[src/rtl/core/bsd_pkg.sv]
// shared types and constants of the bitmap stream decoder
package bsd_pkg;

  localparam int unsigned MAX_WIDTH   = 4096;
  localparam int unsigned MAX_HEIGHT  = 4096;
  localparam int unsigned PAL_ENTRIES = 256;
  localparam int unsigned PAL_AW      = $clog2(PAL_ENTRIES);
  localparam int unsigned HDR_LEN     = 54;

  typedef enum logic [1:0] {
    KIND_PIXEL  = 2'd0,
    KIND_FORMAT = 2'd1,
    KIND_SIZE   = 2'd2,
    KIND_OFFSET = 2'd3
  } kind_e;

  typedef struct packed {
    logic              en;
    logic [PAL_AW-1:0] addr;
    logic [23:0]       data;
  } pal_wr_t;

  typedef struct packed {
    logic              emit;
    kind_e             kind;
    logic [11:0]       column;
    logic [11:0]       row;
    logic [7:0]        alpha;
    logic [7:0]        red;
    logic [7:0]        green;
    logic [7:0]        blue;
    logic              final_pixel;
    logic              lookup;
    logic              hit;
    logic [PAL_AW-1:0] idx;
  } px_res_t;

endpackage

[src/rtl/core/bsd_parser.sv]
// header, palette and pixel row parser, one byte per transfer
module bsd_parser #(
  parameter int unsigned MaxWidth  = bsd_pkg::MAX_WIDTH,
  parameter int unsigned MaxHeight = bsd_pkg::MAX_HEIGHT
) (
  input  logic             clk_i,
  input  logic             rst_ni,
  input  logic             accept_i,
  input  logic [7:0]       data_byte_i,
  input  logic             file_start_i,
  output bsd_pkg::pal_wr_t pal_wr_o,
  output bsd_pkg::px_res_t res_o
);

  localparam int unsigned WBits = $clog2(MaxWidth + 1);
  localparam int unsigned HBits = $clog2(MaxHeight + 1);
  localparam int unsigned RBits = $clog2(4 * MaxWidth + 1);
  localparam int unsigned PAW   = bsd_pkg::PAL_AW;

  localparam logic [2:0] PH_HEADER  = 3'd0;
  localparam logic [2:0] PH_PALETTE = 3'd1;
  localparam logic [2:0] PH_GAP     = 3'd2;
  localparam logic [2:0] PH_PIXELS  = 3'd3;
  localparam logic [2:0] PH_DONE    = 3'd4;

  localparam logic [5:0] POS_OFFSET  = 6'd13;
  localparam logic [5:0] POS_WIDTH   = 6'd21;
  localparam logic [5:0] POS_HEIGHT  = 6'd25;
  localparam logic [5:0] POS_BPP     = 6'd29;
  localparam logic [5:0] POS_COMPR   = 6'd33;
  localparam logic [5:0] POS_COLOURS = 6'd49;
  localparam logic [5:0] POS_LAST    = 6'd53;

  localparam logic [2:0] BYTES_NONE = 3'd0;
  localparam logic [2:0] BYTES_8    = 3'd1;
  localparam logic [2:0] BYTES_24   = 3'd3;
  localparam logic [2:0] BYTES_32   = 3'd4;

  logic [31:0]      pos_q, pos_d, pos_c;
  logic [2:0]       phase_q, phase_d, phase_c, phase_mid;
  logic [31:0]      fa_q, fa_d, fa_new;
  logic [WBits-1:0] w_q, w_d;
  logic [HBits-1:0] h_q, h_d;
  logic             top_q, top_d;
  logic [2:0]       bpp_q, bpp_d;
  logic [34:0]      pal_end_q, pal_end_d;
  logic [8:0]       cnt_q, cnt_d;
  logic [31:0]      offset_q, offset_d;
  logic             bad_q, bad_d, bad_c;
  logic [31:0]      pa_q, pa_d, pa_new;
  logic [WBits-1:0] col_q, col_d;
  logic [HBits-1:0] row_q, row_d;
  logic [RBits-1:0] rbc_q, rbc_d;
  logic [1:0]       sub_q, sub_d;
  logic [RBits-1:0] row_data_q, row_data_d, row_data_c;
  logic [RBits-1:0] row_end_q, row_end_d, row_end_c;
  logic [RBits:0]   row_rnd_c;

  logic [31:0]      mag;
  logic [31:0]      pal_k;
  logic [31:0]      count_new;
  logic             pix_done;
  logic             in_data;
  logic             row_last;
  logic [HBits-1:0] dest;
  logic [31:0]      dest32;
  logic [31:0]      col32;
  bsd_pkg::kind_e   kind_err;

  assign pos_c   = file_start_i ? '0 : pos_q;
  assign phase_c = file_start_i ? PH_HEADER : phase_q;
  assign bad_c   = file_start_i ? 1'b0 : bad_q;

  assign fa_new    = {data_byte_i, fa_q[31:8]};
  assign mag       = fa_new[31] ? (32'd0 - fa_new) : fa_new;
  assign pal_k     = pos_c - 32'(bsd_pkg::HDR_LEN);
  assign count_new = (bpp_q == BYTES_8 && fa_new == '0) ? 32'(bsd_pkg::PAL_ENTRIES) : fa_new;

  assign row_data_c = RBits'(32'(w_q) * 32'(bpp_q));
  assign row_rnd_c  = {1'b0, row_data_c} + (RBits+1)'(3);
  assign row_end_c  = RBits'({row_rnd_c[RBits:2], 2'b00} - (RBits+1)'(1));

  always_comb begin
    case (sub_q)
      2'd0:    pa_new = {24'd0, data_byte_i};
      2'd1:    pa_new = {pa_q[31:16], data_byte_i, pa_q[7:0]};
      2'd2:    pa_new = {pa_q[31:24], data_byte_i, pa_q[15:0]};
      default: pa_new = {data_byte_i, pa_q[23:0]};
    endcase
  end

  assign pix_done = ({1'b0, sub_q} == (bpp_q - 3'd1));
  assign in_data  = rbc_q < row_data_q;
  assign row_last = rbc_q == row_end_q;
  assign dest     = top_q ? row_q : (h_q - HBits'(1) - row_q);
  assign dest32   = 32'(dest);
  assign col32    = 32'(col_q);

  always_comb begin
    if (bpp_q == BYTES_NONE) begin
      kind_err = bsd_pkg::KIND_FORMAT;
    end else if (bad_c) begin
      kind_err = bsd_pkg::KIND_SIZE;
    end else if ({3'b000, offset_q} < pal_end_q) begin
      kind_err = bsd_pkg::KIND_OFFSET;
    end else begin
      kind_err = bsd_pkg::KIND_PIXEL;
    end
  end

  always_comb begin
    pos_d      = pos_q;
    phase_d    = phase_q;
    phase_mid  = phase_c;
    fa_d       = fa_q;
    w_d        = w_q;
    h_d        = h_q;
    top_d      = top_q;
    bpp_d      = bpp_q;
    pal_end_d  = pal_end_q;
    cnt_d      = cnt_q;
    offset_d   = offset_q;
    bad_d      = bad_q;
    pa_d       = pa_q;
    col_d      = col_q;
    row_d      = row_q;
    rbc_d      = rbc_q;
    sub_d      = sub_q;
    row_data_d = row_data_q;
    row_end_d  = row_end_q;
    pal_wr_o   = '0;
    res_o      = '0;

    if (accept_i) begin
      bad_d = bad_c;
      pos_d = (&pos_c) ? pos_c : pos_c + 32'd1;

      case (phase_c)
        PH_HEADER: begin
          fa_d = fa_new;
          case (pos_c[5:0])
            POS_OFFSET: offset_d = fa_new;
            POS_WIDTH: begin
              if (fa_new[31] || fa_new > 32'(MaxWidth)) begin
                bad_d = 1'b1;
                w_d   = '0;
              end else begin
                w_d = fa_new[WBits-1:0];
              end
            end
            POS_HEIGHT: begin
              top_d = fa_new[31];
              if (mag > 32'(MaxHeight)) begin
                bad_d = 1'b1;
                h_d   = '0;
              end else begin
                h_d = mag[HBits-1:0];
              end
            end
            POS_BPP: begin
              case (fa_new[31:16])
                16'd8:   bpp_d = BYTES_8;
                16'd24:  bpp_d = BYTES_24;
                16'd32:  bpp_d = BYTES_32;
                default: bpp_d = BYTES_NONE;
              endcase
            end
            POS_COMPR: begin
              if (fa_new != '0) begin
                bpp_d = BYTES_NONE;
              end
            end
            POS_COLOURS: begin
              cnt_d     = (count_new[31:8] != '0) ? 9'd256 : {1'b0, count_new[7:0]};
              pal_end_d = 35'(bsd_pkg::HDR_LEN) + {1'b0, count_new, 2'b00};
            end
            POS_LAST: begin
              if (kind_err != bsd_pkg::KIND_PIXEL) begin
                phase_mid  = PH_DONE;
                res_o.emit = 1'b1;
                res_o.kind = kind_err;
              end else begin
                phase_mid = PH_PALETTE;
              end
            end
            default: ;
          endcase
        end

        PH_PALETTE: begin
          case (pal_k[1:0])
            2'd0: fa_d = {24'd0, data_byte_i};
            2'd1: fa_d = {fa_q[31:16], data_byte_i, fa_q[7:0]};
            2'd2: begin
              if (pal_k[31:PAW+2] == '0) begin
                pal_wr_o.en   = 1'b1;
                pal_wr_o.addr = pal_k[PAW+1:2];
                pal_wr_o.data = {data_byte_i, fa_q[15:0]};
              end
            end
            default: ;
          endcase
        end

        PH_PIXELS: begin
          if (in_data) begin
            pa_d = pa_new;
            if (pix_done) begin
              sub_d             = 2'd0;
              col_d             = col_q + WBits'(1);
              res_o.emit        = 1'b1;
              res_o.kind        = bsd_pkg::KIND_PIXEL;
              res_o.column      = col32[11:0];
              res_o.row         = dest32[11:0];
              res_o.final_pixel = (col_q == w_q - WBits'(1)) && (row_q == h_q - HBits'(1));
              if (bpp_q == BYTES_8) begin
                res_o.lookup = 1'b1;
                res_o.idx    = pa_new[PAW-1:0];
                res_o.hit    = {1'b0, pa_new[7:0]} < cnt_q;
              end else begin
                res_o.blue  = pa_new[7:0];
                res_o.green = pa_new[15:8];
                res_o.red   = pa_new[23:16];
                res_o.alpha = (bpp_q == BYTES_32) ? pa_new[31:24] : 8'hFF;
              end
            end else begin
              sub_d = sub_q + 2'd1;
            end
          end
          if (row_last) begin
            rbc_d = '0;
            col_d = '0;
            sub_d = 2'd0;
            row_d = row_q + HBits'(1);
            if (row_q == h_q - HBits'(1)) begin
              phase_mid = PH_DONE;
            end
          end else begin
            rbc_d = rbc_q + RBits'(1);
          end
        end

        default: ;
      endcase

      phase_d = phase_mid;
      if (phase_d == PH_PALETTE && {3'b000, pos_d} >= pal_end_q) begin
        phase_d = PH_GAP;
      end
      if (phase_d == PH_GAP && pos_d >= offset_q) begin
        phase_d    = (w_q == '0 || h_q == '0 || bpp_q == BYTES_NONE) ? PH_DONE : PH_PIXELS;
        pa_d       = '0;
        col_d      = '0;
        row_d      = '0;
        rbc_d      = '0;
        sub_d      = 2'd0;
        row_data_d = row_data_c;
        row_end_d  = row_end_c;
      end
    end
  end

  always_ff @(posedge clk_i or negedge rst_ni) begin
    if (!rst_ni) begin
      pos_q      <= '0;
      phase_q    <= PH_HEADER;
      fa_q       <= '0;
      w_q        <= '0;
      h_q        <= '0;
      top_q      <= 1'b0;
      bpp_q      <= BYTES_NONE;
      pal_end_q  <= '0;
      cnt_q      <= '0;
      offset_q   <= '0;
      bad_q      <= 1'b0;
      pa_q       <= '0;
      col_q      <= '0;
      row_q      <= '0;
      rbc_q      <= '0;
      sub_q      <= 2'd0;
      row_data_q <= '0;
      row_end_q  <= '0;
    end else begin
      pos_q      <= pos_d;
      phase_q    <= phase_d;
      fa_q       <= fa_d;
      w_q        <= w_d;
      h_q        <= h_d;
      top_q      <= top_d;
      bpp_q      <= bpp_d;
      pal_end_q  <= pal_end_d;
      cnt_q      <= cnt_d;
      offset_q   <= offset_d;
      bad_q      <= bad_d;
      pa_q       <= pa_d;
      col_q      <= col_d;
      row_q      <= row_d;
      rbc_q      <= rbc_d;
      sub_q      <= sub_d;
      row_data_q <= row_data_d;
      row_end_q  <= row_end_d;
    end
  end

endmodule

[config.mk]
export PLATFORM = sky130hd
export DESIGN_NAME = bsd_parser
export DESIGN_NICKNAME = d
export VERILOG_FILES = /design/src/rtl/core/bsd_pkg.sv /design/src/rtl/core/bsd_parser.sv
export SDC_FILE = /design/constraint.sdc
export NUM_CORES = 1
export LEC_CHECK = 0
export CAP_MARGIN = 15
export CORE_MARGIN = 2
export CORE_UTILIZATION = 59
export DETAILED_ROUTE_END_ITERATION = 10
export DONT_BUFFER_PORTS = 1
export PLACE_DENSITY = 0.79
export SYNTH_ARGS = -nofsm -noshare
export SYNTH_HDL_FRONTEND = slang
export SYNTH_SLANG_ARGS = --single-unit
[constraint.sdc]
create_clock -name clk_i -period 8.65 [get_ports clk_i]
set_input_delay 0 -clock clk_i [delete_from_list [all_inputs] [get_ports clk_i]]
set_output_delay 0 -clock clk_i [all_outputs]
set_load 0.03 [all_outputs]
# Word level (Yosys, flattened, before mapping)
# Index checks and enable logic that the tools add are counted.
[totals]
ff_bits = 279
in_bits = 12
word_cells = 174
[op_classes]
addsub = 14
multipliers = 1
magnitude_cmp = 7
n_eq_ne = 28
muxes = 66
reduce_logical = 39
[op_table]
columns = ["operator", "n"]
rows = [
  ["32-bit 2-to-1 mux", 8],
  ["70-bit 2-to-1 mux", 3],
  ["33-bit 2-to-1 mux", 4],
  ["13-bit 2-to-1 mux", 10],
  ["32-bit one-hot mux with 2 select lines", 2],
  ["32-bit one-hot mux with 3 select lines", 1],
  ["67-bit 2-to-1 mux", 1],
  ["32-bit by 13-bit > comparator with 1-bit output (second input constant)", 2],
  ["15-bit 2-to-1 mux", 3],
  ["3-bit 2-to-1 mux", 13],
  ["6-bit by 34-bit adder with 35-bit output (first input constant)", 1],
  ["32-bit by 35-bit >= comparator with 1-bit output", 1],
  ["32-bit by 35-bit < comparator with 1-bit output", 1],
  ["32-bit by 1-bit adder with 32-bit output (second input constant)", 1],
  ["32-bit >= comparator", 1],
  ["32-bit zero test", 1],
  ["32-bit AND reduction", 1],
  ["32-bit nonzero test", 1],
  ["1-bit by 32-bit subtractor with 32-bit output (first input constant)", 1],
  ["32-bit by 6-bit subtractor with 32-bit output (second input constant)", 1],
  ["13-bit by 1-bit adder with 13-bit output (second input constant)", 2],
  ["13-bit equality test", 2],
  ["13-bit zero test", 2],
  ["13-bit by 1-bit subtractor with 13-bit output (second input constant)", 2],
  ["45 further kinds", 90],
]

# Longest topological paths before layout
[depth]
word_depth = 17
ltp_mapped = 29

# Worst setup path after synthesis
# OpenSTA, ideal clock, no wires.
[synth_path]
path_kind = "input-to-reg"
startpoint = "in file_start_i"
endpoint = "reg col_q[3]"
setup_ns = 0.129
arrival_ns = 5.730
required_ns = 8.521
slack_ns = 2.791
stages = 28
path_cell_list = "clkbuf_1 clkbuf_1 clkbuf_1 clkbuf_1 nor2b_1 ha_1 and3_1 nand4_1 or4_1 nand4_1 or3_1 clkbuf_1 nand2b_1 nor3_1 xnor2_1 nor2_1 ha_1 and4_1 and4_1 nor4b_1 a21o_1 or3b_1 a211oi_4 buf_2 o21ai_1 clkbuf_1 o21ai_0 o21ai_0"
[synth_between]
elab_chain_cells = 16
word_cells_on_any_way = 31
[synth_lines]
columns = ["item", "line", "rtl"]
rows = [
  ["start: declaration", "bsd_parser.sv:10", "input logic file_start_i,"],
  ["parallel branches: the longest is 16 deep, another holds 32-bit by 35-bit >= comparator with 1-bit output", "--", ""],
  ["end signal: assignment", "bsd_parser.sv:296", "col_q <= col_d;"],
  ["end: declaration", "bsd_parser.sv:51", "logic [WBits-1:0] col_q, col_d;"],
]
# Parallel ways; which one is timed is not known. The select of a mux whose other input is x is not followed.
# A chain may end at the register's enable or synchronous reset.

# Worst setup path after layout
[layout_path]
startpoint = "reg pos_q[1]"
endpoint = "reg pa_q[30]"
[layout_between]
elab_chain_cells = 13
word_cells_on_any_way = 20
[layout_lines]
columns = ["item", "line", "rtl"]
rows = [
  ["start: declaration", "bsd_parser.sv:39", "logic [31:0] pos_q, pos_d, pos_c;"],
  ["start signal: assignment", "bsd_parser.sv:284", "pos_q <= pos_d;"],
  ["32-bit 2-to-1 mux (*)", "bsd_parser.sv:70", "assign pos_c = file_start_i ? '0 : pos_q;"],
  ["parallel branches: the longest is 9 deep, another holds 32-bit by 35-bit >= comparator with 1-bit output", "--", ""],
  ["1-bit logical AND (*)", "bsd_parser.sv:250", "if (phase_d == PH_GAP && pos_d >= offset_q) begin"],
  ["2-bit nonzero test (no line)", "--", ""],
  ["3-bit AND reduction (no line)", "--", ""],
  ["end signal: assignment", "bsd_parser.sv:295", "pa_q <= pa_d;"],
  ["end: declaration", "bsd_parser.sv:50", "logic [31:0] pa_q, pa_d, pa_new;"],
]
# Every way passes the cells marked *. The select of a mux whose other input is x is not followed.

==> impl_metrics.env <==
export IMPL_status="complete, but fails checks"
export IMPL_ys_warn_count=0
export IMPL_max_cap_viol_count=0
export IMPL_drt_pass1_iterations=6
export IMPL_max_freq_ghz=0.1304
export IMPL_final_cells=3004
export IMPL_drc=0
export IMPL_gp_congestion=0.9681
export IMPL_maxSlewViolCount=0
export IMPL_syn_inst=2604
export IMPL_synth_area_leader_cell="dfrtp_1"
export IMPL_cts_buffers=31
export IMPL_synth_yosys_seq_area_share_pct=32.86
export IMPL_die_h_um=193.1
export IMPL_mappedNetlistArea_sq_um=21100
export IMPL_placed_area_sq_um=21250
export IMPL_vias=19300
export IMPL_slew_headroom_pct=21.86
export IMPL_area_growth_pct=7.248
export IMPL_crit_path_max_fanout=31
export IMPL_port_buffers=0
export IMPL_ant_nets=0
export IMPL_synth_area_leaders="dfrtp_1, ha_1, nand2_1"
export IMPL_critical_path_required_ns=9.13
export IMPL_die_w_um=193.1
export IMPL_vias_per_cell=6.424
export IMPL_grt_max_degree=278
export IMPL_final_common_cell="nand2_1"
export IMPL_worstRegToRegCells=24
export IMPL_worst_setup_path_end_kind="register"
export IMPL_h_tree_depth=1
export IMPL_p_leak_nw=10.05
export IMPL_grt_antenna_before_repair=0
export IMPL_syn_num_nets=2790
export IMPL_dp_hpwl_um=43770
export IMPL_holdWs_ns=-0.006402
export IMPL_total_power_w=0.004125
export IMPL_die_area_sq_um=37280
export IMPL_synth_seq_cells=277
export IMPL_violations="negative hold slack"
export IMPL_core_sq_um=35400
export IMPL_ys_types=82
export IMPL_synthFlopType="dfrtp_1"
export IMPL_layout_common_cells="nand2_1, dfrtp_1, nor2_1"
export IMPL_rrSetupSlack_ns=0.98
export IMPL_overflow=0
export IMPL_ios=115
export IMPL_skew_ns=0.01695
export IMPL_numPlacedInstances=2924
export IMPL_groute_usage_overall_pct=33.53
export IMPL_syn_avg_cell_area_sq_um=8.101
export IMPL_layout_drive_gt1_share_pct=5.741
export IMPL_r2r_end="pa_q[30]"
export IMPL_fin_nets=2704
export IMPL_grt_pass1_vias=18170
export IMPL_regToRegStartpoint="pos_q[1]"
export IMPL_arrival_ns=8.15
export IMPL_cts_setup_buffers=0
export IMPL_min_period_ns=7.667
export IMPL_cts_sinks=277
export IMPL_fin_area_sq_um=22620
export IMPL_rsz0062_at_grt="no"
export IMPL_fin_crit_sh_pct=88.63
export IMPL_clockBufferDepth=3
export IMPL_worstSetupPathType="reg -> reg"
export IMPL_setup_violations=0
export IMPL_num_antenna_cells=0
export IMPL_clock_latency_ns=0.58
export IMPL_tns_ns=0
export IMPL_synth_top_area_share_pct=32.86
export IMPL_fill_cells=2970
export IMPL_rows=69
export IMPL_powerDensity_nw_per_um2=182.3
export IMPL_hold_violations=1
export IMPL_start_util_pct=59.60
export IMPL_worst_slew_pin_slew_ns=1.165
export IMPL_hold_path_class="in -> async"
export IMPL_cts_tree="yes"
export IMPL_wl_um=62400
export IMPL_drt_iter0_drc=2212
export IMPL_wire_per_inst_um=20.77
export IMPL_async_flop_share_pct=100.0
export IMPL_vdd_drop_max_v=0.0001540
export IMPL_synth_edf_count=0
export IMPL_root_buffer="clkbuf_16"
export IMPL_start_kind="register"
export IMPL_grt_pass1_wl_um=99300
export IMPL_clkTransAtPathRegs_ns=0.06
==> worst max path at each step <==
stage / startpoint / endpoint / slack (ns) / depth (start not counted)
global route: pos_q[1] / pa_q[30] / 0.17 / 24
floorplan: file_start_i / col_q[3] / 2.79 / 28
finish: pos_q[1] / pa_q[30] / 0.98 / 24
detailed placement: pos_q[1] / pa_q[30] / 1.22 / 24
CTS: pos_q[1] / pa_q[30] / 1.14 / 24
global placement: pos_q[1] / row_q[11] / 1.69 / 23
==> critical path, cell delays in order, from the launching register on <==
cell and delay [ns]:
dfrtp_1 0.37, nor2b_1 0.31, ha_1 0.82, and3_1 0.31, nand4_1 0.16, nor4_1 0.71, nor3_1 0.25, nand3_1 0.24
nor2_1 0.11, and4_1 0.26, and3_1 0.23, xnor2_1 0.13, nor2_1 0.16, ha_1 0.29, a21oi_1 0.16, nand2_1 0.07
a221o_1 0.31, a2111oi_0 0.45, a21oi_1 0.18, o21ai_2 0.23, a211oi_4 0.12, buf_4 0.29, a21oi_2 0.81, nor2_1 0.31
o21ai_0 0.26
==> kinds of logic (layout without fill, tap and decap cells) <==
logic type / count (synthesis) / count (layout) / share of synthesized area (%)
simple gates: 1027 / 1027 / 23.73
compound gates: 578 / 578 / 16.94
buf+inv: 328 / 267 / 5.919
flops: 277 / 277 / 32.86
fa+ha+maj: 174 / 174 / 10.78
xor+xnor: 164 / 164 / 6.874
mux: 56 / 56 / 2.894
==> through the flow <==
stage               setup slack [ns]  utilization, %  hold slack [ns]
finish                        0.9831           63.92        -0.006402
floorplan                      2.791               -          -0.2956
global placement               1.692           60.02          -0.2832
CTS                            1.145           63.58        0.0007696
global route                  0.1722           63.92          0.05688
detailed placement             1.215           60.02          -0.2842
==> metal layers <==
layer  global-route usage (%)  part of all wire, %  vias up
met4                    11.22                  3.1        0
met3                    5.267                  8.8      150
li1                         -                    -     8914
met5                        0                    0        -
met1                    49.49                   45     9267
met2                    50.25                   43      968
==> layout make-up <==
cell class                 instances  area (sq um)  share of cell area [%]
clock buffer                      42         887.1                   3.921
timing repair buffer              37         435.4                   1.925
sequential                       277          6932                   30.64
tap                              461         576.8                   2.549
multi-input combinational       1999         12980                   57.37
clock inverter                    16         167.7                  0.7411
inverter                         172         645.6                   2.854
==> sequential cells by signal, summed over array words and instances, names as in the netlist, 14 cells and up <==
signal and flops:
pal_end_q 34, fa_q 32, offset_q 32, pa_q 32
pos_q 32, rbc_q 15, row_data_q 15, row_end_q 14
==> power by group <==
group / switching (W) / internal, W
Sequential: 0.000226 / 0.00146
Clock: 0.000562 / 0.000806
Combinational: 0.000652 / 0.000415
Total: 0.00144 / 0.00268
==> synthesized netlist by cell type, drive strengths merged, types with 6 or more instances <==
master / count
nand2: 350
dfrtp: 277
nor2: 220
o21ai: 217
inv: 172
ha: 161
a21oi: 135
clkbuf: 130
xnor2: 99
nand3: 74
nor3: 69
xor2: 64
and2: 43
and3: 41
mux2: 40
nand4: 33
nor2b: 32
o31ai: 31
nor4: 30
or3: 30
a22o: 29
a22oi: 27
nand2b: 27
buf: 26
a21o: 25
and4: 18
a211oi: 16
mux2i: 16
fa: 13
a31oi: 12
nor3b: 12
o21a: 12
o2bb2ai: 12
or4: 12
nor4b: 8
or2: 8
o211ai: 7
nand3b: 6
o21bai: 6
o22ai: 6
==> what timing repair did <==
item                      4_1_cts  5_1_grt
hold buffers                   16        2
hold endpoints to repair      447       20
resized for setup               0        0
No activity file was read; power rests on OpenSTA's default activity.
