`src/rtl/core/bsd_pkg.sv`:
```
// shared types and constants of the bitmap stream decoder
package bsd_pkg;

  localparam int unsigned MAX_WIDTH   = 4096;
  localparam int unsigned MAX_HEIGHT  = 4096;
  localparam int unsigned PAL_ENTRIES = 256;
  localparam int unsigned PAL_AW      = $clog2(PAL_ENTRIES);
  localparam int unsigned HDR_LEN     = 54;

  typedef enum logic [1:0] {
    KIND_PIXEL  = 2'd0,
    KIND_FORMAT = 2'd1,
    KIND_SIZE   = 2'd2,
    KIND_OFFSET = 2'd3
  } kind_e;

  typedef struct packed {
    logic              en;
    logic [PAL_AW-1:0] addr;
    logic [23:0]       data;
  } pal_wr_t;

  typedef struct packed {
    logic              emit;
    kind_e             kind;
    logic [11:0]       column;
    logic [11:0]       row;
    logic [7:0]        alpha;
    logic [7:0]        red;
    logic [7:0]        green;
    logic [7:0]        blue;
    logic              final_pixel;
    logic              lookup;
    logic              hit;
    logic [PAL_AW-1:0] idx;
  } px_res_t;

endpackage

```
`src/rtl/core/bsd_result.sv`:
```
// lookup stage and output register with the stream handshake
module bsd_result (
  input  logic             clk_i,
  input  logic             rst_ni,
  input  logic             accept_i,
  input  bsd_pkg::px_res_t res_i,
  input  logic [23:0]      pal_rdata_i,
  input  logic             out_ready_i,
  output logic             in_ready_o,
  output logic             out_valid_o,
  output logic [1:0]       kind_o,
  output logic [11:0]      column_o,
  output logic [11:0]      row_o,
  output logic [7:0]       alpha_o,
  output logic [7:0]       red_o,
  output logic [7:0]       green_o,
  output logic [7:0]       blue_o,
  output logic             final_pixel_o
);

  bsd_pkg::px_res_t s1_q;
  logic             s1_v_q, s1_v_d;
  logic             out_v_q, out_v_d;
  logic             out_load;
  logic [7:0]       a_c, r_c, g_c, b_c;

  logic [1:0]       kind_q;
  logic [11:0]      column_q, row_q;
  logic [7:0]       alpha_q, red_q, green_q, blue_q;
  logic             final_q;

  assign out_load   = s1_v_q && (!out_v_q || out_ready_i);
  assign in_ready_o = !s1_v_q || out_load;

  always_comb begin
    s1_v_d = s1_v_q;
    if (accept_i) begin
      s1_v_d = res_i.emit;
    end else if (out_load) begin
      s1_v_d = 1'b0;
    end
    out_v_d = out_v_q;
    if (out_load) begin
      out_v_d = 1'b1;
    end else if (out_ready_i) begin
      out_v_d = 1'b0;
    end
  end

  // palette entries resolve here, from the palette read data registered together with s1_q
  always_comb begin
    if (s1_q.lookup) begin
      a_c = s1_q.hit ? 8'hFF : 8'h00;
      r_c = s1_q.hit ? pal_rdata_i[23:16] : 8'h00;
      g_c = s1_q.hit ? pal_rdata_i[15:8] : 8'h00;
      b_c = s1_q.hit ? pal_rdata_i[7:0] : 8'h00;
    end else begin
      a_c = s1_q.alpha;
      r_c = s1_q.red;
      g_c = s1_q.green;
      b_c = s1_q.blue;
    end
  end

  always_ff @(posedge clk_i or negedge rst_ni) begin
    if (!rst_ni) begin
      s1_v_q  <= 1'b0;
      out_v_q <= 1'b0;
    end else begin
      s1_v_q  <= s1_v_d;
      out_v_q <= out_v_d;
    end
  end

  always_ff @(posedge clk_i) begin
    if (accept_i && res_i.emit) begin
      s1_q <= res_i;
    end
    if (out_load) begin
      kind_q   <= s1_q.kind;
      column_q <= s1_q.column;
      row_q    <= s1_q.row;
      alpha_q  <= a_c;
      red_q    <= r_c;
      green_q  <= g_c;
      blue_q   <= b_c;
      final_q  <= s1_q.final_pixel;
    end
  end

  assign out_valid_o   = out_v_q;
  assign kind_o        = kind_q;
  assign column_o      = column_q;
  assign row_o         = row_q;
  assign alpha_o       = alpha_q;
  assign red_o         = red_q;
  assign green_o       = green_q;
  assign blue_o        = blue_q;
  assign final_pixel_o = final_q;

endmodule

```
`config.mk`:
```
export PLATFORM = sky130hd
export DESIGN_NAME = bsd_result
export DESIGN_NICKNAME = d
export VERILOG_FILES = /design/src/rtl/core/bsd_pkg.sv /design/src/rtl/core/bsd_result.sv
export SDC_FILE = /design/constraint.sdc
export NUM_CORES = 1
export LEC_CHECK = 0
export ABC_AREA = 1
export ABC_CLOCK_PERIOD_IN_PS = 5150
export BUFFER_PORTS_ARGS = -buffer_cell sky130_fd_sc_hd__buf_2
export CAP_MARGIN = 20
export CORE_MARGIN = 2
export CORE_UTILIZATION = 45
export CTS_CLUSTER_SIZE = 20
export DETAILED_ROUTE_END_ITERATION = 7
export PLACE_DENSITY = 0.74
export SYNTH_ARGS = -nofsm -noshare
export SYNTH_HDL_FRONTEND = slang
export SYNTH_SLANG_ARGS = --single-unit
```
`constraint.sdc`:
```
create_clock -name clk_i -period 5.15 [get_ports clk_i]
set_clock_uncertainty 0.2 [all_clocks]
set_input_delay 1.03 -clock clk_i [delete_from_list [all_inputs] [get_ports clk_i]]
set_output_delay 1.03 -clock clk_i [all_outputs]
set_load 0.03 [all_outputs]
```
### Yosys cells after proc, flatten, opt, wreduce, memory -nomap -nowiden

Cells that the tools add are included.

| storage, ports and cells | value |
|---|---|
| register bits | 122 |
| bits of input ports | 98 |
| output and inout port bits | 61 |
| word-level logic and storage cells | 40 |

| cells by class | value |
|---|---|
| muxes and demuxes | 12 |
| reductions and logical operators | 8 |

Operators by type and width:

| operator | number |
|---|---|
| 2-to-1 mux 8 bit | 8 |
| 2-to-1 mux 1 bit | 4 |
| nonzero test 2 bit | 2 |
| logical AND 1 bit | 2 |
| logical NOT 1 bit | 2 |
| logical OR 1 bit | 2 |

### Logic depth before layout (Yosys ltp)

Gate-level depths: netlist of run 1.

| depth | value |
|---|---|
| depth in word-level cells | 5 |
| gate-level depth with buffers | 4 |
| depth with buffers taken out | 3 |

### Worst setup path after synthesis of run 1

Ideal clock, no wire load.

| timing path | value |
|---|---|
| path kind | in2reg |
| start | input port out_ready_i |
| end | register alpha_q[0], in the netlist alpha_o[0], enable pin |
| setup time | 495 ps |
| data arrival time | 3964 ps |
| data required time | 4455 ps |
| path slack | 491 ps |
| stages on the path | 2 |
| buffers on the path | 0 |
| cell sequence | inv_1 -> a21oi_1 |

| on the way | value |
|---|---|
| cells in the longest elaborated chain, start to end | 2 |

RTL lines:

| what | line | RTL |
|---|---|---|
| start: declaration | bsd_result.sv:8 | `input logic out_ready_i,` |
| logical OR 1 bit | bsd_result.sv:32 | `assign out_load = s1_v_q && (!out_v_q \|\| out_ready_i);` |
| logical AND 1 bit | bsd_result.sv:32 |  |
| via out_load | bsd_result.sv:24 | `logic out_load;` |
| end signal: assignment | bsd_result.sv:83 | `alpha_q <= a_c;` |
| end: declaration | bsd_result.sv:29 | `logic [7:0] alpha_q, red_q, green_q, blue_q;` |

The timed path passes the listed nets, and every way through them passes these cells.
A chain may end at the register's enable or synchronous reset.

### Final worst setup path of run 1

| timing path | value |
|---|---|
| start | input port out_ready_i |
| end | output port in_ready_o |

| on the way | value |
|---|---|
| cells in the longest elaborated chain, start to end | 3 |

RTL lines:

| what | line | RTL |
|---|---|---|
| logical OR 1 bit | bsd_result.sv:32 |  |
| logical AND 1 bit | bsd_result.sv:32 |  |
| logical OR 1 bit | bsd_result.sv:33 | `assign in_ready_o = !s1_v_q \|\| out_load;` |
| end: declaration | bsd_result.sv:9 | `output logic in_ready_o,` |

No other way between the ends.

==> results.sh, run 1 <==
export IMPL_status="complete, no violations"
export IMPL_core_mm2=0.009109
export IMPL_worstHoldPathType="in -> async"
export IMPL_critical_path_endpoint_type="output port"
export IMPL_cpPeakStageDelay_ns=0.18
export IMPL_cts_buffers_inserted=17
export IMPL_detail_route_wirelength_mm=7.309
export IMPL_worst_slew_margin_rel_pct=37.92
export IMPL_core_rowCount=35
export IMPL_avgSynthCellArea_um2=18.10
export IMPL_drc=0
export IMPL_synth_compound_area_share_pct=3.951
export IMPL_clockPowerShare_pct=46.8
export IMPL_rsz0062_at_grt="false"
export IMPL_synth_seq_area_share_pct=87.40
export IMPL_drt_antenna_violating_nets=0
export IMPL_p_per_area_mw_per_mm2=453.3
export IMPL_clk_pin_slew_ns=0.06
export IMPL_gp_congestion=0.7181
export IMPL_nFillCells=702
export IMPL_crit_start="out_ready_i"
export IMPL_clockRootBuffer="clkbuf_8"
export IMPL_grt_max_degree=58
export IMPL_final_hold_viol_count=0
export IMPL_ir_worst_vdd_mv=0.3163
export IMPL_p_seq_share_pct=46.5
export IMPL_yosys_warnings=0
export IMPL_seq_area_mm2=0.003654
export IMPL_finalCritPeriodShare_pct=53.54
export IMPL_stdcell_count=517
export IMPL_timing_fmax_mhz=362.7
export IMPL_track_usage_pct=15.04
export IMPL_finalSetupViolCount=0
export IMPL_clk_path_buf_depth=2
export IMPL_tightest_slew_ns=0.9291
export IMPL_grt_pass1_vias=2290
export IMPL_crit_arrival_ns=1.53
export IMPL_yosys_area_share_simple_pct=3.592
export IMPL_port_buffer_count=150
export IMPL_synth_area_leaders="edfxtp_1 86%, inv_1 3.2%, nand3_1 3.0%"
export IMPL_layout_common_cells="150 x buf_2, 120 x edfxtp_1, 35 x inv_1, 25 x nand3_1, 17 x o21ai_0"
export IMPL_yosysTopAreaCellShare_pct=86.20
export IMPL_cts_tree="built"
export IMPL_synth_xor_area_share_pct=0
export IMPL_grt_first_pass_wirelength_mm=10.84
export IMPL_cts_hold_buffers=0
export IMPL_path_class="in -> out"
export IMPL_p_int_uw=2008
export IMPL_whs_ns=0.1006
export IMPL_firstDrtPassIters=4
export IMPL_min_period_ns=2.757
export IMPL_synth_area_mux_share_pct=0
export IMPL_drive_gt1_share_pct=45.81
export IMPL_die_x_um=100.4
export IMPL_comb_power_share_pct=6.7
export IMPL_syn_inst=231
export IMPL_io_pins=159
export IMPL_leakagePower_uw=0.002338
export IMPL_layout_commonest_cell="buf_2"
export IMPL_power_switching_uw=548.7
export IMPL_die_area_mm2=0.01008
export IMPL_synth_fa_ha_area_share_pct=0
export IMPL_synth_fp_nets=329
export IMPL_tns_ns=0
export IMPL_vias=2350
export IMPL_worstPathCellList="buf_2 -> inv_1 -> nand3_1 -> buf_2"
export IMPL_finalMaxSlewViolations=0
export IMPL_postCtsSetupBuffers=0
export IMPL_drt_iter0_drc=179
export IMPL_antenna_found_initial=0
export IMPL_synth_seq_cells=122
export IMPL_drt_vias_per_instance=4.545
export IMPL_ys_types=14
export IMPL_start_util_pct=45.89
export IMPL_synth_top_family_by_area="buffers and inverters"
export IMPL_clk_insertion_delay_late_ns=0.50
export IMPL_cap_violations=0
export IMPL_cts_num_sinks=122
export IMPL_cp_required_ns=3.92
export IMPL_r2r_start="out_valid_o"
export IMPL_antenna_cells=0
export IMPL_cpMostUsedCell="buf_2"
export IMPL_grt_overflow=0
export IMPL_p_sw_share_pct=21.46
export IMPL_cts_max_level=4
export IMPL_dpl_cell_count=486
export IMPL_die_h_um=100.4
export IMPL_syn_to_final_growth_pct=34.90
export IMPL_wl_per_cell_um=14.14
export IMPL_crit_fanout=4
export IMPL_start_kind="primary input"
export IMPL_crit_slowest_cell="buf_2"
export IMPL_syn_area_mm2=0.004180
export IMPL_multi_input_area_um2=326.6
export IMPL_yosysTopAreaCell="edfxtp_1"
export IMPL_hpwl_mm=4.909
export IMPL_nets=492
export IMPL_cts_resized=0
[power groups by stage]
stage	Sequential, uW	Clock [uW]	Combinational [uW]
global route	1190	1270	187
global placement	1200	0	169
detailed placement	1210	0	173
CTS	1190	1220	174
finish	1190	1200	171
floorplan	1260	0	50.9
[flip-flops by register name (all words and copies together) (netlist names)]
name,cells
alpha_o,8
blue_o,8
column_o,12
final_pixel_o,1
green_o,8
kind_o,2
out_valid_o,1
red_o,8
row_o,12
s1_q,61
s1_v_q,1
[path summary, 6_finish.rpt]
path,cells after the start,endpoint,slack [ns]
hold / removal,1,s1_v_q,0.10
hold reg to reg,0,column_o[0],0.22
setup / recovery,4,in_ready_o,2.39
setup reg to reg,2,row_o[7],2.88
min in group clk_i,0,column_o[0],0.22
max in group asynchronous,1,out_valid_o,4.55
[cell type report]
cell class / count / share of cell area [%]
clock inverters: 14 / 3.506
clock buffers: 17 / 7.344
flip-flops and latches: 122 / 64.79
multi-input cells: 64 / 5.791
well taps: 111 / 2.463
inverters: 36 / 2.396
repair buffers: 153 / 13.71
[per-layer routing]
layer / vias to the layer above / GRT usage, % / part of all wire, %
li1: 1168 / - / -
met1: 1074 / 15.97 / 37
met2: 95 / 25.19 / 52
met3: 13 / 7.312 / 8.8
met4: 0 / 7.060 / 1.8
met5: - / 0 / 0
[cell families after synthesis]
| logic type | Yosys count |
|---|---|
| buffers and inverters | 45 |
| AOI/OAI and AO/OA | 33 |
| and+or+nand+nor | 31 |
| DFF | 122 |
[synthesized netlist by cell type (all sizes together)]
library cell	count
nand4	1
o21ai	32
inv	36
edfxtp	120
nand3	25
nand2	5
dfrtp	2
buf	9
a21oi	1
[critical path, delay by kind of cell]
kind,cells,cell delay [ns]
buffers and inverters,3,0.40
AND/OR/NAND/NOR,1,0.09
[stage by stage]
stage	setup WS (ns)	utilization (%)	cell area, um2	power (uW)
finish	2.393	61.91	5639	2556
global placement	2.169	55.19	5027	1373
floorplan	0.4910	-	4180	1313
CTS	2.396	61.91	5639	2586
detailed placement	2.112	55.19	5027	1382
global route	2.373	61.91	5639	2650
(Power assumes the default switching activity.)
==> inputs of run 2 (changes only) <==
ABC_AREA = 0   (was 1)
ABC_CLOCK_PERIOD_IN_PS = 2300   (was 5150)
CORE_UTILIZATION = 43   (was 45)
PLACE_DENSITY = 0.75   (was 0.74)
clock period = 2.3 ns   (was 5.15 ns; I/O delays follow)
==> run 2 against run 1 <==
- sequential power rose by 120%
- critical endpoint unchanged
- cell count rose by 0.39%
- synthesized cell count fell by 27%
- combinational power rose to 2.8 times the previous value
- critical path type is now reg -> out
- total power rose by 130%
- wire length rose by 10%
- hold slack got worse by 0.050 ns
- synthesized area fell by 3.1%
- highest routed layer unchanged
- global-route usage rose by 1.4 points
- critical path depth fell by 2
- largest power group is now sequential cells
==> results.sh, run 2 <==
export IMPL_cts_tree="built"
export IMPL_ir_worst_vdd_mv=0.5345
export IMPL_synth_seq_area_share_pct=90.21
export IMPL_comb_power_share_pct=8.3
export IMPL_core_mm2=0.009196
export IMPL_finalCritPeriodShare_pct=83.29
export IMPL_start_kind="register"
export IMPL_worstPathCellList="nand3b_1 -> buf_2"
export IMPL_crit_fanout=3
export IMPL_yosysTopAreaCell="edfxtp_1"
export IMPL_drc=0
export IMPL_nFillCells=665
export IMPL_drt_vias_per_instance=4.657
export IMPL_ys_top_cells_by_count="120 x edfxtp_1, 22 x a22o_1, 8 x a21o_1"
export IMPL_cts_buffers_inserted=17
export IMPL_clockRootBuffer="clkbuf_8"
export IMPL_port_buffer_count=150
export IMPL_crit_slowest_cell="dfrtp_1"
export IMPL_largest_register_ffs=61
export IMPL_detail_route_wirelength_mm=8.066
export IMPL_cap_violations=0
export IMPL_firstDrtPassIters=4
export IMPL_drt_iter0_drc=67
export IMPL_yosysTopAreaCellShare_pct=88.97
export IMPL_clk_path_buf_depth=2
export IMPL_async_flop_share_pct=1.639
export IMPL_p_int_uw=4562
export IMPL_die_h_um=101.1
export IMPL_cts_num_sinks=122
export IMPL_hpwl_mm=4.819
export IMPL_drt_antenna_violating_nets=0
export IMPL_clk_insertion_delay_late_ns=0.49
export IMPL_io_pins=159
export IMPL_path_class="reg -> out"
export IMPL_p_per_area_mw_per_mm2=940.1
export IMPL_largest_register="s1_q"
export IMPL_antenna_found_initial=0
export IMPL_synth_fp_nets=267
export IMPL_p_seq_share_pct=46.0
export IMPL_rr_worst_depth=2
export IMPL_power_switching_uw=1201
export IMPL_yosys_warnings=0
export IMPL_whs_endpoint="blue_o[1]"
export IMPL_syn_area_mm2=0.004050
export IMPL_nets=495
export IMPL_core_rowCount=35
export IMPL_pre_cts_ws_ns=0.5481
export IMPL_finalSetupViolCount=0
export IMPL_vias=2417
export IMPL_track_usage_pct=16.44
export IMPL_r2r_start="s1_q[9]"
export IMPL_seq_area_mm2=0.003654
export IMPL_synth_flop_cell="edfxtp_1"
export IMPL_ys_types=14
export IMPL_wl_per_cell_um=15.54
export IMPL_avgSynthCellArea_um2=23.97
export IMPL_critical_path_endpoint_type="output port"
export IMPL_synth_edf_count=120
export IMPL_fin_ws_ns=0.3843
export IMPL_tns_ns=0
export IMPL_synth_seq_cells=122
export IMPL_p_sw_share_pct=20.84
export IMPL_grt_max_degree=60
export IMPL_gp_congestion=0.7059
export IMPL_layout_common_cells="150 x buf_2, 120 x edfxtp_1, 63 x dlygate4sd3_1, 22 x a22o_1, 16 x clkbuf_16"
export IMPL_grt_first_pass_wirelength_mm=12.22
export IMPL_die_area_mm2=0.01021
export IMPL_grt_pass1_vias=2592
export IMPL_final_hold_viol_count=0
export IMPL_timing_fmax_mhz=522.0
export IMPL_hold_depth=2
export IMPL_finalMaxSlewViolations=0
export IMPL_multi_input_area_um2=324.1
export IMPL_hold_start="pal_rdata_i[1]"
export IMPL_cpPeakStageDelay_ns=0.40
export IMPL_die_x_um=101.1
export IMPL_tightest_slew_ns=0.9753
export IMPL_antenna_cells=0
export IMPL_clk_pin_slew_ns=0.06
export IMPL_layout_commonest_cell="buf_2"
export IMPL_worst_slew_margin_rel_pct=34.91
export IMPL_leakagePower_uw=0.002483
export IMPL_cts_max_level=4
export IMPL_rsz0062_at_grt="false"
export IMPL_crit_arrival_ns=1.26
export IMPL_post_synth_top_count_cell="edfxtp_1"
export IMPL_drive_gt1_share_pct=45.83
export IMPL_worstHoldPathType="in -> reg"
export IMPL_grt_overflow=0
export IMPL_start_util_pct=44.04
export IMPL_syn_to_final_growth_pct=51.34
export IMPL_status="complete, no violations"
export IMPL_cp_required_ns=1.64
export IMPL_min_period_ns=1.916
export IMPL_syn_inst=169
export IMPL_clockPowerShare_pct=45.7
export IMPL_synth_area_leaders="edfxtp_1 89%, a22o_1 4.8%, a21o_1 1.5%"
export IMPL_reg2reg_to="green_o[7]"
export IMPL_r2r_slack_ns=0.55
run 2: area by class of cell:
class / instances / area share (%)
Clock inverter: 13 / 2.919
Multi-Input combinational cell: 39 / 5.287
Inverter: 1 / 0.06124
Timing Repair Buffer: 216 / 23.11
Sequential cell: 122 / 59.60
Clock buffer: 17 / 6.756
Tap cell: 111 / 2.266
run 2: worst max-delay path by stage:
stage,start,endpoint,slack (ns),cells past startpoint
after floorplan,out_valid_o,alpha_o[0],0.29,2
after global placement,s1_q[9],blue_o[7],0.63,2
after detailed placement,s1_q[9],green_o[7],0.55,2
after CTS,s1_v_q,in_ready_o,0.39,2
after global routing,out_valid_o,in_ready_o,0.31,2
final,out_valid_o,in_ready_o,0.38,2
run 2: kinds of logic (layout without fill, tap and decap cells):
family                 after synthesis  after routing  share of synthesized area (%)
AO/OA/AOI/OAI                       33             33                          6.920
AND/OR/NAND/NOR                      6              6                          1.019
flip-flops                         122            122                          90.21
buffers and inverters                8            247                          1.853
run 2: stage by stage:
stage | util (%) | instances | hold WS [ns] | power [uW] | cell area [um2]
2_1_floorplan | - | 169 | -0.03559 | 2929 | 4053
3_3_place_gp | 53.35 | 426 | 0.04465 | 3069 | 4906
3_5_place_dp | 53.35 | 426 | 0.04858 | 3088 | 4906
4_1_cts | 66.65 | 519 | 0.02149 | 5813 | 6130
5_1_grt | 66.65 | 519 | 0.02492 | 5974 | 6130
6_report | 66.65 | 519 | 0.05050 | 5763 | 6130
run 2: what timing repair did:
action	in CTS	in global routing
buffers inserted	0	0
resized for setup	0	0
endpoints found under the setup margin	0	0
hold buffers	63	0
endpoints found under the hold margin	64	0
run 2: routing by layer:
metal | track usage, % | vias to the layer above | share of wire (%)
met5 | 0 | - | 0
met4 | 7.692 | 0 | 1.4
met3 | 5.756 | 11 | 5.5
met2 | 28.94 | 100 | 55
met1 | 17.64 | 1157 | 39
li1 | - | 1149 | -
run 2: worst max-delay path, delay by kind of cell (launching register included):
kind	cells	cell delay (ns)
AND/OR/NAND/NOR	1	0.14
buffers and inverters	1	0.22
flip-flops	1	0.40
run 2: power groups by stage:
| stage | clock (uW) | sequential (uW) | combinational (uW) |
|---|---|---|---|
| global placement | 0 | 2690 | 384 |
| global route | 2800 | 2660 | 511 |
| floorplan | 0 | 2810 | 116 |
| detailed placement | 0 | 2690 | 394 |
| CTS | 2690 | 2650 | 478 |
| finish | 2640 | 2650 | 476 |
==> inputs of run 3 (changes only) <==
ABC_AREA = 1   (was 0)
ABC_CLOCK_PERIOD_IN_PS = 1700   (was 2300)
CORE_UTILIZATION = 44   (was 43)
PLACE_DENSITY = 0.76   (was 0.75)
clock period = 1.7 ns   (was 2.3 ns; I/O delays follow)
==> run 3 against run 2 <==
- hold slack improved by 0.17 ns
- global-route usage grew 2.4 points
- sequential share of layout area fell by 4.5 points
- total power rose by 33%
- wire length is 15% higher
- cell count up 22%
- register-to-register slack got worse by 0.38 ns
- core utilization rose by 5.1 points
- sequential cell count did not move
- critical endpoint unchanged
- largest power group unchanged
- highest routed layer unchanged
==> results.sh, run 3 (synthesis gave the netlist of run 1 again) <==
export IMPL_leakagePower_uw=0.002716
export IMPL_crit_family="flip-flops"
export IMPL_cts_buffers_inserted=17
export IMPL_finalMaxSlewViolations=0
export IMPL_cts_max_level=4
export IMPL_rsz0062_at_grt="true"
export IMPL_worstHoldPathType="reg -> reg"
export IMPL_cpPeakStageDelay_ns=0.42
export IMPL_stdcell_count=631
export IMPL_drt_iter0_drc=111
export IMPL_clockRootBuffer="clkbuf_8"
export IMPL_firstDrtPassIters=4
export IMPL_cts_tree="built"
export IMPL_whs_ns=0.2164
export IMPL_drc=0
export IMPL_grt_max_degree=46
export IMPL_largest_register="s1_q"
export IMPL_core_mm2=0.009240
export IMPL_final_hold_viol_count=0
export IMPL_clk_insertion_delay_late_ns=0.49
export IMPL_pre_cts_ws_ns=0.1909
export IMPL_worstPathCellList="nand3_2 -> buf_6"
export IMPL_core_rowCount=35
export IMPL_die_area_mm2=0.01030
export IMPL_layout_commonest_cell="buf_2"
export IMPL_vias=2800
export IMPL_port_buffer_count=150
export IMPL_finalSetupViolCount=0
export IMPL_track_usage_pct=18.81
export IMPL_detail_route_wirelength_mm=9.307
export IMPL_io_pins=159
export IMPL_die_x_um=101.5
export IMPL_nets=588
export IMPL_ir_worst_vdd_mv=0.7839
export IMPL_start_util_pct=45.24
export IMPL_path_class="reg -> out"
export IMPL_largest_register_ffs=61
export IMPL_dpl_cell_count=508
export IMPL_cts_num_sinks=122
export IMPL_min_period_ns=1.655
export IMPL_grt_first_pass_wirelength_mm=14.13
export IMPL_place_area_mm2=0.005139
export IMPL_status="complete, no violations"
export IMPL_routed_wl_met3_um=409
export IMPL_wl_met1_mm=3.631
export IMPL_finish_instance_area_mm2=0.006633
export IMPL_antenna_cells=0
export IMPL_grt_overflow=0
export IMPL_antenna_found_initial=0
export IMPL_start_kind="register"
export IMPL_cp_required_ns=1.16
export IMPL_critical_path_endpoint_type="output port"
export IMPL_layout_common_cells="149 x buf_2, 120 x edfxtp_1, 91 x dlygate4sd3_1, 35 x inv_1, 24 x nand3_1"
export IMPL_drt_antenna_violating_nets=0
export IMPL_syn_to_final_growth_pct=58.67
export IMPL_drive_gt1_share_pct=38.65
export IMPL_crit_fanout=3
export IMPL_dr_wl_met2_mm=5.025
export IMPL_cap_violations=0
export IMPL_crit_slowest_cell="dfrtp_2"
export IMPL_grt_pass1_vias=2972
export IMPL_p_per_area_mw_per_mm2=1158
export IMPL_post_route_util_pct=71.78
export IMPL_die_h_um=101.5
export IMPL_hpwl_mm=5.314
export IMPL_cp_num_buf_inv=1
export IMPL_crit_arrival_ns=1.12
export IMPL_dr_max_layer_used="met4"
export IMPL_tightest_slew_ns=0.2822
export IMPL_fin_ws_ns=0.04480
export IMPL_clk_path_buf_depth=2
export IMPL_clk_pin_slew_ns=0.06
export IMPL_finalCritPeriodShare_pct=97.36
export IMPL_drt_vias_per_instance=4.437
export IMPL_timing_fmax_mhz=604.2
export IMPL_worst_slew_margin_rel_pct=81.19
export IMPL_wl_per_cell_um=14.75
export IMPL_gp_congestion=0.7780
==> run 3: per-layer routing <==
metal / track usage, % / vias up
li1: - / 1361
met1: 20.09 / 1306
met2: 33.93 / 111
met3: 5.383 / 22
met4: 9.459 / 0
met5: 0 / -
==> run 3: what timing repair did <==
item | 4_1_cts | 5_1_grt
gates resized for setup | 3 | 0
setup endpoints to repair | 1 | 1
hold buffers | 91 | 0
endpoints found under the hold margin | 89 | 0
pin swaps | 0 | 1
setup buffers | 1 | 0
==> run 3: final timing paths <==
path	slack, ns	start	depth (start not counted)	endpoint
setup reg to reg	0.17	out_valid_o	3	alpha_o[2]
hold / removal	0.22	s1_q[45]	0	row_o[2]
max in group asynchronous	0.63	rst_ni	3	out_valid_o
min in group asynchronous	0.53	rst_ni	3	s1_v_q
setup / recovery	0.04	out_valid_o	2	in_ready_o
hold reg to reg	0.22	s1_q[45]	0	row_o[2]
==> run 3: power by group <==
| part | total (uW) | leakage [uW] | internal [uW] | switching [uW] |
|---|---|---|---|---|
| Sequential | 3590 | 0.00115 | 3540 | 52.4 |
| Combinational | 746 | 0.00131 | 328 | 419 |
| Clock | 3340 | 0.000259 | 2080 | 1260 |
==> run 3: metrics by stage <==
stage / TNS [ns] / power [uW]
6_report: 0 / 7682
4_1_cts: 0 / 7726
2_1_floorplan: -35.51 / 3976
5_1_grt: -0.01835 / 7938
3_3_place_gp: 0 / 4191
3_5_place_dp: 0 / 4216
==> run 3: area by class of cell <==
class | count | area, um2
fill | 598 | 2608
multi-input combinational | 64 | 347.8
timing repair buffer | 249 | 1765
sequential | 122 | 3655
clock inverter | 14 | 150.1
tap | 129 | 161.4
inverter | 36 | 138.9
clock buffer | 17 | 414.1
